### config.mk
export PLATFORM = sky130hd
export DESIGN_NAME = tzac_lane
export DESIGN_NICKNAME = d
export VERILOG_FILES = /design/src/tzac_pkg.sv /design/src/tzac_lane.sv
export SDC_FILE = /design/constraint.sdc
export NUM_CORES = 2
export LEC_CHECK = 0
export BUFFER_PORTS_ARGS = -buffer_cell sky130_fd_sc_hd__buf_2
export CAP_MARGIN = 5
export CORE_MARGIN = 5
export CORE_UTILIZATION = 60
export DETAILED_ROUTE_END_ITERATION = 6
export PLACE_DENSITY = 0.78
export SYNTH_ARGS = -nofsm -noshare
export SYNTH_HDL_FRONTEND = slang
export SYNTH_SLANG_ARGS = --single-unit
### constraint.sdc
create_clock -name i_clk -period 9.2 [get_ports i_clk]
set_input_delay 0.92 -clock i_clk [delete_from_list [all_inputs] [get_ports i_clk]]
set_output_delay 0.92 -clock i_clk [all_outputs]
set_load 0.02 [all_outputs]
### src/tzac_pkg.sv
// tzac_pkg: shared constants and the arctangent table for the zigzag angle check
// no dependencies
`default_nettype none
package tzac_pkg;

    localparam int COORD_BITS_DEF = 20;
    localparam int ATAN_ITER_DEF  = 16;

    // internal angle: 2^22 units per degree
    localparam int ZW     = 32;
    localparam int WRAP_W = 33;
    localparam int ANG_W  = 15;
    localparam int PROD_W = 28;
    localparam int CFG_W  = 28;
    localparam int APB_AW = 3;

    localparam logic signed [ZW-1:0]     DEG90     = 32'sd377487360;
    localparam logic signed [WRAP_W-1:0] HALF_TURN = 33'sd754974720;
    localparam logic signed [WRAP_W-1:0] FULL_TURN = 33'sd1509949440;
    localparam logic signed [WRAP_W-1:0] ROUND_ADD = 33'sd32768;

    localparam logic [CFG_W-1:0] PROD_MIN_RST = 28'd0;
    localparam logic [CFG_W-1:0] PROD_MAX_RST = 28'd132710400;

    typedef enum logic {
        t_reg_prod_min = 1'b0,
        t_reg_prod_max = 1'b1
    } t_reg_idx;

    function automatic logic signed [ZW-1:0] atan_entry(input logic [4:0] idx);
        logic signed [ZW-1:0] v;
        case (idx)
            5'd0:    v = 32'sd188743680;
            5'd1:    v = 32'sd111421900;
            5'd2:    v = 32'sd58872272;
            5'd3:    v = 32'sd29884485;
            5'd4:    v = 32'sd15000234;
            5'd5:    v = 32'sd7507429;
            5'd6:    v = 32'sd3754631;
            5'd7:    v = 32'sd1877430;
            5'd8:    v = 32'sd938729;
            5'd9:    v = 32'sd469367;
            5'd10:   v = 32'sd234683;
            5'd11:   v = 32'sd117342;
            5'd12:   v = 32'sd58671;
            5'd13:   v = 32'sd29335;
            5'd14:   v = 32'sd14668;
            5'd15:   v = 32'sd7334;
            5'd16:   v = 32'sd3667;
            5'd17:   v = 32'sd1833;
            5'd18:   v = 32'sd917;
            5'd19:   v = 32'sd458;
            5'd20:   v = 32'sd229;
            5'd21:   v = 32'sd115;
            5'd22:   v = 32'sd57;
            5'd23:   v = 32'sd29;
            default: v = '0;
        endcase
        return v;
    endfunction

endpackage
`default_nettype wire

### src/tzac_lane.sv
// tzac_lane: one pipelined vectoring cordic lane, azimuth of the vector from p to q
// depends on tzac_pkg
`default_nettype none
module tzac_lane #(
    parameter int COORD_BITS      = tzac_pkg::COORD_BITS_DEF,
    parameter int ATAN_ITERATIONS = tzac_pkg::ATAN_ITER_DEF
) (
    input  wire logic                                 i_clk,
    input  wire logic [ATAN_ITERATIONS:0]             i_en,
    input  wire logic signed [COORD_BITS-1:0]         i_px,
    input  wire logic signed [COORD_BITS-1:0]         i_py,
    input  wire logic signed [COORD_BITS-1:0]         i_qx,
    input  wire logic signed [COORD_BITS-1:0]         i_qy,
    output logic signed [tzac_pkg::ZW-1:0]            o_z
);
    localparam int DIFF_W = COORD_BITS + 1;
    localparam int DW     = COORD_BITS + ATAN_ITERATIONS + 4;
    localparam int IT     = ATAN_ITERATIONS;

    logic signed [DW-1:0]           r_x [IT+1];
    logic signed [DW-1:0]           r_y [IT+1];
    logic signed [tzac_pkg::ZW-1:0] r_z [IT+1];
    logic                           r_zero [IT+1];

    logic signed [DIFF_W-1:0]       dx, dy;
    logic signed [DW-1:0]           sx, sy, n_x, n_y;
    logic signed [tzac_pkg::ZW-1:0] n_z;

    // difference, scaling and turn into the right half plane
    always_comb begin
        dx = DIFF_W'(i_qx) - DIFF_W'(i_px);
        dy = DIFF_W'(i_qy) - DIFF_W'(i_py);
        sx = DW'(dx) <<< IT;
        sy = DW'(dy) <<< IT;
        n_x = sx;
        n_y = sy;
        n_z = '0;
        if (sx < 0) begin
            if (sy >= 0) begin
                n_x = sy;
                n_y = -sx;
                n_z = tzac_pkg::DEG90;
            end else begin
                n_x = -sy;
                n_y = sx;
                n_z = -tzac_pkg::DEG90;
            end
        end
    end

    always_ff @(posedge i_clk) begin
        if (i_en[0]) begin
            r_x[0]    <= n_x;
            r_y[0]    <= n_y;
            r_z[0]    <= n_z;
            r_zero[0] <= (dx == 0) && (dy == 0);
        end
    end

    for (genvar i = 0; i < IT; i++) begin : g_iter
        always_ff @(posedge i_clk) begin
            if (i_en[i+1]) begin
                r_zero[i+1] <= r_zero[i];
                if (!r_y[i][DW-1]) begin
                    r_x[i+1] <= r_x[i] + (r_y[i] >>> i);
                    r_y[i+1] <= r_y[i] - (r_x[i] >>> i);
                    r_z[i+1] <= r_z[i] + tzac_pkg::atan_entry(5'(i));
                end else begin
                    r_x[i+1] <= r_x[i] - (r_y[i] >>> i);
                    r_y[i+1] <= r_y[i] + (r_x[i] >>> i);
                    r_z[i+1] <= r_z[i] - tzac_pkg::atan_entry(5'(i));
                end
            end
        end
    end

    // zero vector has azimuth zero
    assign o_z = r_zero[IT] ? '0 : r_z[IT];

endmodule
`default_nettype wire

==> impl_metrics.yaml <==
status:
  outcome: "finished clean"
min_path:
  hp-class: "flip-flop to flip-flop"
routing:
  vias: 105000
  drt_iter0_drc: 8989
  drtAntennaViolNets: 0
  viasPerCell: 6.17
  wire_per_inst_um: 19.3
  drc: 0
  drt_pass1_iterations: 6
  wl_mm: 330
synthesis:
  ys_async_sr_fraction: 0
  synth_cell_types: 93
  synth_area_leaders: "edfxtp_1, ha_1, xnor2_1, a21oi_1, xor2_1"
  syn_avg_cell_area_um2: 9.43
  ys_seq_elements: 1498
  yosysTopAreaCell: "edfxtp_1"
  seq_area_frac_synth: 0.342
  syn_area_um2: 131000
  synth_top_cell_area_share: 0.342
  synth_flop_cell: "edfxtp_1"
  yosysWarnings: 0
  synth_edf_count: 1498
  syn_inst: 13900
clock_network:
  cts_root_buf: "clkbuf_16"
  cts_resized: 0
  cts.path.max_buffers: 3
  cts_num_sinks: 1498
  clk_pin_slew_ps: 60
  cts_tree: "yes"
  cts_made_buffers: 169
  insertion_delay_ps: 820
  cts_setup_buffers: 0
  cts_htree_levels: 4
  cts_hold_buf: 0
cells_and_area:
  synthToLayoutAreaGrowth_pct: 7.10
  drive_gt1_frac: 0.0400
  multi_input_area_um2: 83300
  layout_commonest_cell: "ha_1"
  nFillCells: 17700
  final_cell_mix: "ha_1, edfxtp_1, a21oi_1, xnor2_1, nor2_1"
  nets: 15700
  seq_area_um2: 45000
  design_area_um2: 141000
die:
  fp.dieArea_um2: 228000
  ioPinCount: 130
  initial_core_util: 0.604
  core-area_um2: 218000
  rows: 171
  die_w_um: 478
  die-height_um: 478
global_routing:
  grtUsageTotal: 0.277
  grt_pass1_wl_mm: 521
  grt_max_degree: 84
  grt_pass1_vias: 97200
  antenna_found_initial: 14
  grt.overflow.total: 0
setup_path:
  worstPathMaxFanout: 6
  slowest_delay_ps: 790
  arrival_ps: 6830
  crit_chain: "or4_1 > or4_1 > or3_1 > nor4b_1 > a21oi_1 > xor2_1 > ha_1 > a21o_1 > a21o_1 > a21oi_1 > nor2b_1 > a211oi_1 > o21ai_0 > a2111oi_0 > o21ai_0 > a21oi_1 > xnor2_1"
  cp-start-kind: "flip-flop"
  crit_type: "flip-flop to flip-flop"
  critPathRequiredTime_ps: 9770
  worst_setup_path_end_kind: "flip-flop"
  slowest_stage: "a2111oi_0"
  worst_path_most_repeated_cell: "a21oi_1"
place:
  place_area_um2: 135000
  hpwl_mm: 263
  io_buffers: 128
  place.gp.congestion: 0.993
timing:
  tightest_slew_ps: 1290
  maxSlewViolCount: 0
  finalCritPeriodShare: 0.681
  fin_skew_ps: 27.7
  whs_ps: 419
  period_needed_ps: 6260
  setup_violations: 0
  rsz0062_at_grt: "no"
  max_freq_ghz: 0.160
  maxSlewHeadroom: 0.134
  hold_viol_final: 0
  setup_tns_ps: 0
run:
  drv_cap: 0
-- metal layers --
metal,global-route usage,wire length (µm),up-vias
met1,0.366,141000,49300
li1,-,-,52000
met4,0.112,14500,4
met5,0,24,-
met3,0.0403,21200,688
met2,0.458,153000,3318
-- stage by stage --
step | setup WS, ps | instances | utilization
floorplan | 3640 | 13900 | -
global placement | 2620 | 16700 | 0.621
detailed placement | 2600 | 16700 | 0.621
CTS | 3050 | 17100 | 0.647
global route | 2630 | 17100 | 0.647
finish | 2940 | 17100 | 0.647
-- state kept, by name (all words and copies together), names as in the netlist --
name,count
r_x,507
r_y,520
r_zero,17
r_z,454
-- path summary, 6_finish.rpt --
path / start / end / slack, ps / depth (start not counted)
max: r_x[6][9] / r_y[7][38] / 2940 / 17
min: r_zero[3] / r_zero[4] / 420 / 0
max reg2reg: r_x[6][9] / r_y[7][38] / 2940 / 17
min reg2reg: r_zero[3] / r_zero[4] / 420 / 0
-- synth_stat cells, types with 129 or more instances --
| master | number |
|---|---|
| a21o_1 | 711 |
| a21oi_1 | 1341 |
| a31oi_1 | 129 |
| clkbuf_1 | 203 |
| edfxtp_1 | 1498 |
| ha_1 | 1517 |
| inv_1 | 588 |
| nand2_1 | 813 |
| nand2b_1 | 242 |
| nand3_1 | 228 |
| nor2_1 | 1122 |
| nor2b_1 | 216 |
| nor3_1 | 304 |
| o21a_1 | 225 |
| o21ai_0 | 854 |
| o21bai_1 | 191 |
| o31ai_1 | 171 |
| xnor2_1 | 1305 |
| xor2_1 | 712 |
-- cell type report --
cell class                      instances  share of cell area
Timing Repair Buffer                  184             0.00775
Multi-Input combinational cell      11600               0.592
Sequential cell                      1498               0.320
Clock buffer                          202              0.0314
Clock inverter                        106             0.00770
Antenna cell                            9            0.000160
Inverter                              600              0.0160
Tap cell                             2854              0.0254
-- cells by family after synthesis --
group / Yosys count / share of synthesized area
AO/OA/AOI/OAI: 4310 / 0.209
AND/OR/NAND/NOR: 3654 / 0.135
XOR/XNOR: 2018 / 0.135
adder cells (fa/ha/maj): 1559 / 0.151
flip-flops: 1498 / 0.342
buffers and inverters: 831 / 0.0238
multiplexers: 64 / 0.00499
other: 1 / 0.0000285
-- worst max-delay path: cells and delay by family, from the launching register on --
| kind | cells | cell delay [ps] |
|---|---|---|
| xor+xnor | 2 | 250 |
| compound gates | 9 | 2770 |
| flops | 1 | 470 |
| fa+ha+maj | 1 | 360 |
| simple gates | 5 | 2140 |
Power is left out: the tool's default activity adds up to more than one toggle a clock period on the data nets, which glitch-free logic cannot reach.
