### src/tzac_pkg.sv
// tzac_pkg: shared constants and the arctangent table for the zigzag angle check
// no dependencies
`default_nettype none
package tzac_pkg;

    localparam int COORD_BITS_DEF = 20;
    localparam int ATAN_ITER_DEF  = 16;

    // internal angle: 2^22 units per degree
    localparam int ZW     = 32;
    localparam int WRAP_W = 33;
    localparam int ANG_W  = 15;
    localparam int PROD_W = 28;
    localparam int CFG_W  = 28;
    localparam int APB_AW = 3;

    localparam logic signed [ZW-1:0]     DEG90     = 32'sd377487360;
    localparam logic signed [WRAP_W-1:0] HALF_TURN = 33'sd754974720;
    localparam logic signed [WRAP_W-1:0] FULL_TURN = 33'sd1509949440;
    localparam logic signed [WRAP_W-1:0] ROUND_ADD = 33'sd32768;

    localparam logic [CFG_W-1:0] PROD_MIN_RST = 28'd0;
    localparam logic [CFG_W-1:0] PROD_MAX_RST = 28'd132710400;

    typedef enum logic {
        t_reg_prod_min = 1'b0,
        t_reg_prod_max = 1'b1
    } t_reg_idx;

    function automatic logic signed [ZW-1:0] atan_entry(input logic [4:0] idx);
        logic signed [ZW-1:0] v;
        case (idx)
            5'd0:    v = 32'sd188743680;
            5'd1:    v = 32'sd111421900;
            5'd2:    v = 32'sd58872272;
            5'd3:    v = 32'sd29884485;
            5'd4:    v = 32'sd15000234;
            5'd5:    v = 32'sd7507429;
            5'd6:    v = 32'sd3754631;
            5'd7:    v = 32'sd1877430;
            5'd8:    v = 32'sd938729;
            5'd9:    v = 32'sd469367;
            5'd10:   v = 32'sd234683;
            5'd11:   v = 32'sd117342;
            5'd12:   v = 32'sd58671;
            5'd13:   v = 32'sd29335;
            5'd14:   v = 32'sd14668;
            5'd15:   v = 32'sd7334;
            5'd16:   v = 32'sd3667;
            5'd17:   v = 32'sd1833;
            5'd18:   v = 32'sd917;
            5'd19:   v = 32'sd458;
            5'd20:   v = 32'sd229;
            5'd21:   v = 32'sd115;
            5'd22:   v = 32'sd57;
            5'd23:   v = 32'sd29;
            default: v = '0;
        endcase
        return v;
    endfunction

endpackage
`default_nettype wire

### src/tzac_merge.sv
// tzac_merge: angle differences, wrap, rounding, product and bound check
// depends on tzac_pkg
`default_nettype none
module tzac_merge (
    input  wire logic                                   i_clk,
    input  wire logic [3:0]                             i_en,
    input  wire logic signed [tzac_pkg::ZW-1:0]         i_z_out,
    input  wire logic signed [tzac_pkg::ZW-1:0]         i_z_mid,
    input  wire logic signed [tzac_pkg::ZW-1:0]         i_z_in,
    input  wire logic signed [tzac_pkg::CFG_W-1:0]      i_prod_min,
    input  wire logic signed [tzac_pkg::CFG_W-1:0]      i_prod_max,
    output logic                                        o_compatible,
    output logic signed [tzac_pkg::ANG_W-1:0]           o_first_angle,
    output logic signed [tzac_pkg::ANG_W-1:0]           o_second_angle,
    output logic signed [tzac_pkg::PROD_W-1:0]          o_angle_product
);
    localparam int WW = tzac_pkg::WRAP_W;
    localparam int AW = tzac_pkg::ANG_W;
    localparam int PW = tzac_pkg::PROD_W;

    logic signed [WW-1:0] d1, d2, n_w1, n_w2, r_w1, r_w2, s1, s2;
    logic signed [AW-1:0] r_a1, r_a2, r_b1, r_b2, r_c1, r_c2;
    logic signed [2*AW-1:0] prod;
    logic signed [PW-1:0] r_prod, r_out_prod;
    logic                 r_out_ok;

    function automatic logic signed [WW-1:0] wrap(input logic signed [WW-1:0] d);
        logic signed [WW-1:0] r;
        r = d;
        if (d > tzac_pkg::HALF_TURN)
            r = d - tzac_pkg::FULL_TURN;
        else if (d <= -tzac_pkg::HALF_TURN)
            r = d + tzac_pkg::FULL_TURN;
        return r;
    endfunction

    always_comb begin
        d1   = WW'(i_z_out) - WW'(i_z_mid);
        d2   = WW'(i_z_mid) - WW'(i_z_in);
        n_w1 = wrap(d1);
        n_w2 = wrap(d2);
        s1   = r_w1 + tzac_pkg::ROUND_ADD;
        s2   = r_w2 + tzac_pkg::ROUND_ADD;
        prod = r_a1 * r_a2;
    end

    always_ff @(posedge i_clk) begin
        if (i_en[0]) begin
            r_w1 <= n_w1;
            r_w2 <= n_w2;
        end
        if (i_en[1]) begin
            r_a1 <= s1[AW+15:16];
            r_a2 <= s2[AW+15:16];
        end
        if (i_en[2]) begin
            r_prod <= prod[PW-1:0];
            r_b1   <= r_a1;
            r_b2   <= r_a2;
        end
        if (i_en[3]) begin
            r_out_ok   <= (r_prod >= i_prod_min) && (r_prod <= i_prod_max);
            r_out_prod <= r_prod;
            r_c1       <= r_b1;
            r_c2       <= r_b2;
        end
    end

    assign o_compatible    = r_out_ok;
    assign o_first_angle   = r_c1;
    assign o_second_angle  = r_c2;
    assign o_angle_product = r_out_prod;

endmodule
`default_nettype wire

### config.mk
export PLATFORM = sky130hd
export DESIGN_NAME = tzac_merge
export DESIGN_NICKNAME = d
export VERILOG_FILES = /design/src/tzac_pkg.sv /design/src/tzac_merge.sv
export SDC_FILE = /design/constraint.sdc
export NUM_CORES = 1
export LEC_CHECK = 0
export ABC_AREA = 1
export BUFFER_PORTS_ARGS = -buffer_cell sky130_fd_sc_hd__buf_4
export CORE_MARGIN = 10
export CORE_UTILIZATION = 60
export DETAILED_ROUTE_END_ITERATION = 7
export GPL_TIMING_DRIVEN = 0
export PLACE_DENSITY = 0.83
export SLEW_MARGIN = 20
export SYNTH_ARGS = -nofsm -noshare
export SYNTH_HDL_FRONTEND = slang
export SYNTH_SLANG_ARGS = --single-unit
### constraint.sdc
create_clock -name i_clk -period 9.4 [get_ports i_clk]
set_input_delay 0.47 -clock i_clk [delete_from_list [all_inputs] [get_ports i_clk]]
set_output_delay 0.47 -clock i_clk [all_outputs]
set_load 0.02 [all_outputs]
==> run metrics <==
chip width=215 um; drt pass-1 iters=5; HP Class=flip-flop to flip-flop; highest routed metal layer=met4; final hold vios=0; routed wire length=65500 um; post-synthesis xor/xnor area fraction=4.12%; Hold Crit Endpoint=o_second_angle[4]$_DFFE_PP_; vias in the first global route=20400; Longest Clk Path Bufs=2; DRC Markers=0; max-cap violations=0; Worst Hold Launch=r_b2[4]$_DFFE_PP_; CP Class=flip-flop to flip-flop; GPL Wtd Cong=1.04; synthesized instance count=3021; final setup vio count=0; Post-DRT Antenna Nets=0; Filler cells=3064; setup bufs post-CTS=0; antenna violations before repair=0; proportion of synthesized chip area in sequential cells=23.6%; core outline area=0.0376 mm^2; Initial Utilization=60.6%; root buf cell=clkbuf_16; reg2reg start=r_a2[1]$_DFFE_PP_; reg2reg setup slack=2.08 ns; # port buffers=215; worst reg2reg path depth=23; final period utilization=77.8%; post-synthesis mux area share=0%; post-route cell area=0.0257 mm^2; syn avg cell area=7.53 um^2; fin cells=3778; Top Ports=216; Tmin final=7.32 ns; Slew Limit Fails=0; post-synthesis simple-gate area fraction=24.3%; largest net degree at the start of global routing=60; multi-input logic area=0.0141 mm^2; Area Overhead vs Synth=12.7%; post-detailed-route wirelength per cell=17.3 um; post-synthesis compound-gate area fraction=3.38%; Rows=71; unrepaired setup endpoints after global routing=false; CTS sink cnt=179; largest family of logic cells by synthesized area=adder cells; hold depth=0; total number of vias=19800; Slew headroom=44.9%; Initial DRC Count=1474; clk slew on worst S/H paths=0.07 ns; Post-DP HPWL=55800 um; Post-DP Area=0.0250 mm^2; first-pass GRT wire length=104000 um; FF+latch count, synth=179; CTS Buf Count=17; vias per inst=5.24; fraction of layout cells with a size suffix above 1=10.6%; crit path DAT=7.52 ns; WP data required=9.60 ns; worst hold slack=0.419 ns; Synth cell types=43; final-stage net count=3831; htree depth=4; die area=0.0461 mm^2; routed length on met2=32600 um; Yosys Warn Count=0; post-synthesis adder-cell area fraction=30.0%; GR Overflow Total=0; Sequential cell area=0.00538 mm^2; ant diodes=0; Post-CTS Resized=0; Netlist Area Pre-Place=0.0228 mm^2; worst-skew pair later-pin latency=0.45 ns; Fin Clk Skew=0.0126 ns; setup_tns=0 ns; CP Capture Type=flip-flop; all-layer global routing usage=28.2%; hold_buf cts=0; Worst Tran Pin Value=0.826 ns; M1 WL=25200 um; syn nets=3597; fmax=137 MHz; Worst setup SP type=flip-flop; R2R Path End=r_prod[25]$_DFFE_PP_; Max Fanout on Critical Path=10; Die Y=215 um; WL met3=4140 um; dpl cells=3747; CTS tree=yes; outcome=completed
==> Yosys cell counts <==
library cell	number	area, um^2
nand2_1	878	3300
inv_1	822	3090
fa_1	212	4240
ha_1	207	2590
edfxtp_1	179	5380
nor2_1	137	514
nand3_1	104	521
a21oi_1	93	465
xor2_1	67	587
nand4_1	44	275
xnor2_1	40	350
clkbuf_1	31	116
inv_2	29	109
nor3_1	27	135
o21ai_0	27	135
nand2_2	22	138
nor2_2	18	113
and2_1	12	75.1
nand3_2	8	80.1
nand2_4	7	78.8
nand3b_1	7	52.6
nor3_2	5	50.1
nor3b_1	5	37.5
nor2_4	4	45.0
o211ai_1	4	30.0
o21bai_1	4	30.0
a211oi_1	3	22.5
nand3_4	3	52.6
or2_2	3	18.8
a31oi_1	2	12.5
and3_1	2	12.5
nor4_1	2	12.5
o2111ai_1	2	17.5
o21a_1	2	15.0
a21boi_0	1	7.51
nand2b_1	1	6.26
nor2b_1	1	6.26
nor4b_1	1	8.76
o21ai_1	1	5.00
o221a_2	1	11.3
o221ai_1	1	8.76
o31ai_1	1	7.51
or2_1	1	6.26
==> placed cells by master (no fill, tap or decap), types with 5 or more instances in the layout <==
cell type and n:
nor3_2 5, nand2_2 22, fa_1 212, clkbuf_16 17, nor2_2 18, a21oi_1 93, nor3_1 27, and2_1 12
nand4_1 44, nor3b_1 5, xnor2_1 40, nand2_1 878, inv_2 29, nand3_2 8, nand3b_1 7, ha_1 207
inv_1 822, nand3_1 104, clkbuf_1 32, buf_4 215, xor2_1 67, bufinv_16 5, edfxtp_1 179, o21ai_0 27
nor2_1 137, nand2_4 7
==> registers in the layout, summed over array words and instances (netlist names) <==
name	cells
r_prod	28
r_b2	15
r_a1	15
o_first_angle	15
o_angle_product	28
r_a2	15
r_w2	16
o_second_angle	15
r_b1	15
r_w1	16
o_compatible	1
==> stage by stage <==
| step | utilization (%) | setup slack, ns |
|---|---|---|
| final | 68.3 | 2.08 |
| after global routing | 68.3 | 1.70 |
| after CTS | 68.3 | 2.24 |
| after detailed placement | 66.6 | 2.26 |
| after global placement | 66.6 | 2.44 |
| after floorplan | - | 3.41 |
==> worst max-delay path: stages (launching register included) <==
cell and delay (ns):
edfxtp_1 0.63, clkbuf_1 0.49, nand2_1 0.16, fa_1 0.56
fa_1 0.46, fa_1 0.49, fa_1 0.49, inv_1 0.05
fa_1 0.55, inv_1 0.06, fa_1 0.53, inv_1 0.04
ha_1 0.34, nand2_1 0.10, inv_1 0.05, a21oi_1 0.17
nand3_1 0.31, a21boi_0 0.37, o21ai_0 0.23, a21oi_1 0.34
nor3_1 0.09, nor2_1 0.25, o21ai_0 0.15, xor2_1 0.15
==> cell families (layout without fill, tap and decap cells) <==
| logic type | count (synthesis) | in the layout |
|---|---|---|
| simple gates | 1292 | 1292 |
| buf+inv | 882 | 1128 |
| fa+ha+maj | 419 | 419 |
| flops | 179 | 179 |
| compound gates | 142 | 142 |
| xor+xnor | 107 | 107 |
==> metal layers <==
metal / vias up / track usage (%)
met5: - / 0
met4: 0 / 14.6
met3: 207 / 4.12
met2: 799 / 51.1
met1: 9260 / 31.6
li1: 9527 / -
==> worst max-delay path by stage <==
stage | slack, ns | cells past startpoint | start | to
floorplan | 3.41 | 25 | r_a1[6]$_DFFE_PP_ | r_prod[25]$_DFFE_PP_
global placement | 2.44 | 23 | r_a2[2]$_DFFE_PP_ | r_prod[24]$_DFFE_PP_
detailed placement | 2.26 | 23 | r_a2[2]$_DFFE_PP_ | r_prod[24]$_DFFE_PP_
CTS | 2.24 | 23 | r_a2[2]$_DFFE_PP_ | r_prod[24]$_DFFE_PP_
global route | 1.70 | 23 | r_a1[8]$_DFFE_PP_ | r_prod[25]$_DFFE_PP_
finish | 2.08 | 23 | r_a2[1]$_DFFE_PP_ | r_prod[25]$_DFFE_PP_
==> cell type report <==
| class | count | area share (%) |
|---|---|---|
| Timing Repair Buffer | 215 | 6.29 |
| Clock inverter | 13 | 0.853 |
| Inverter | 851 | 12.4 |
| Multi-Input combinational cell | 1960 | 54.8 |
| Sequential cell | 179 | 20.9 |
| Buffer | 31 | 0.453 |
| Tap cell | 511 | 2.49 |
| Clock buffer | 18 | 1.67 |
Power is left out: the tool's default activity adds up to more than one toggle a clock period on the data nets, which glitch-free logic cannot reach.
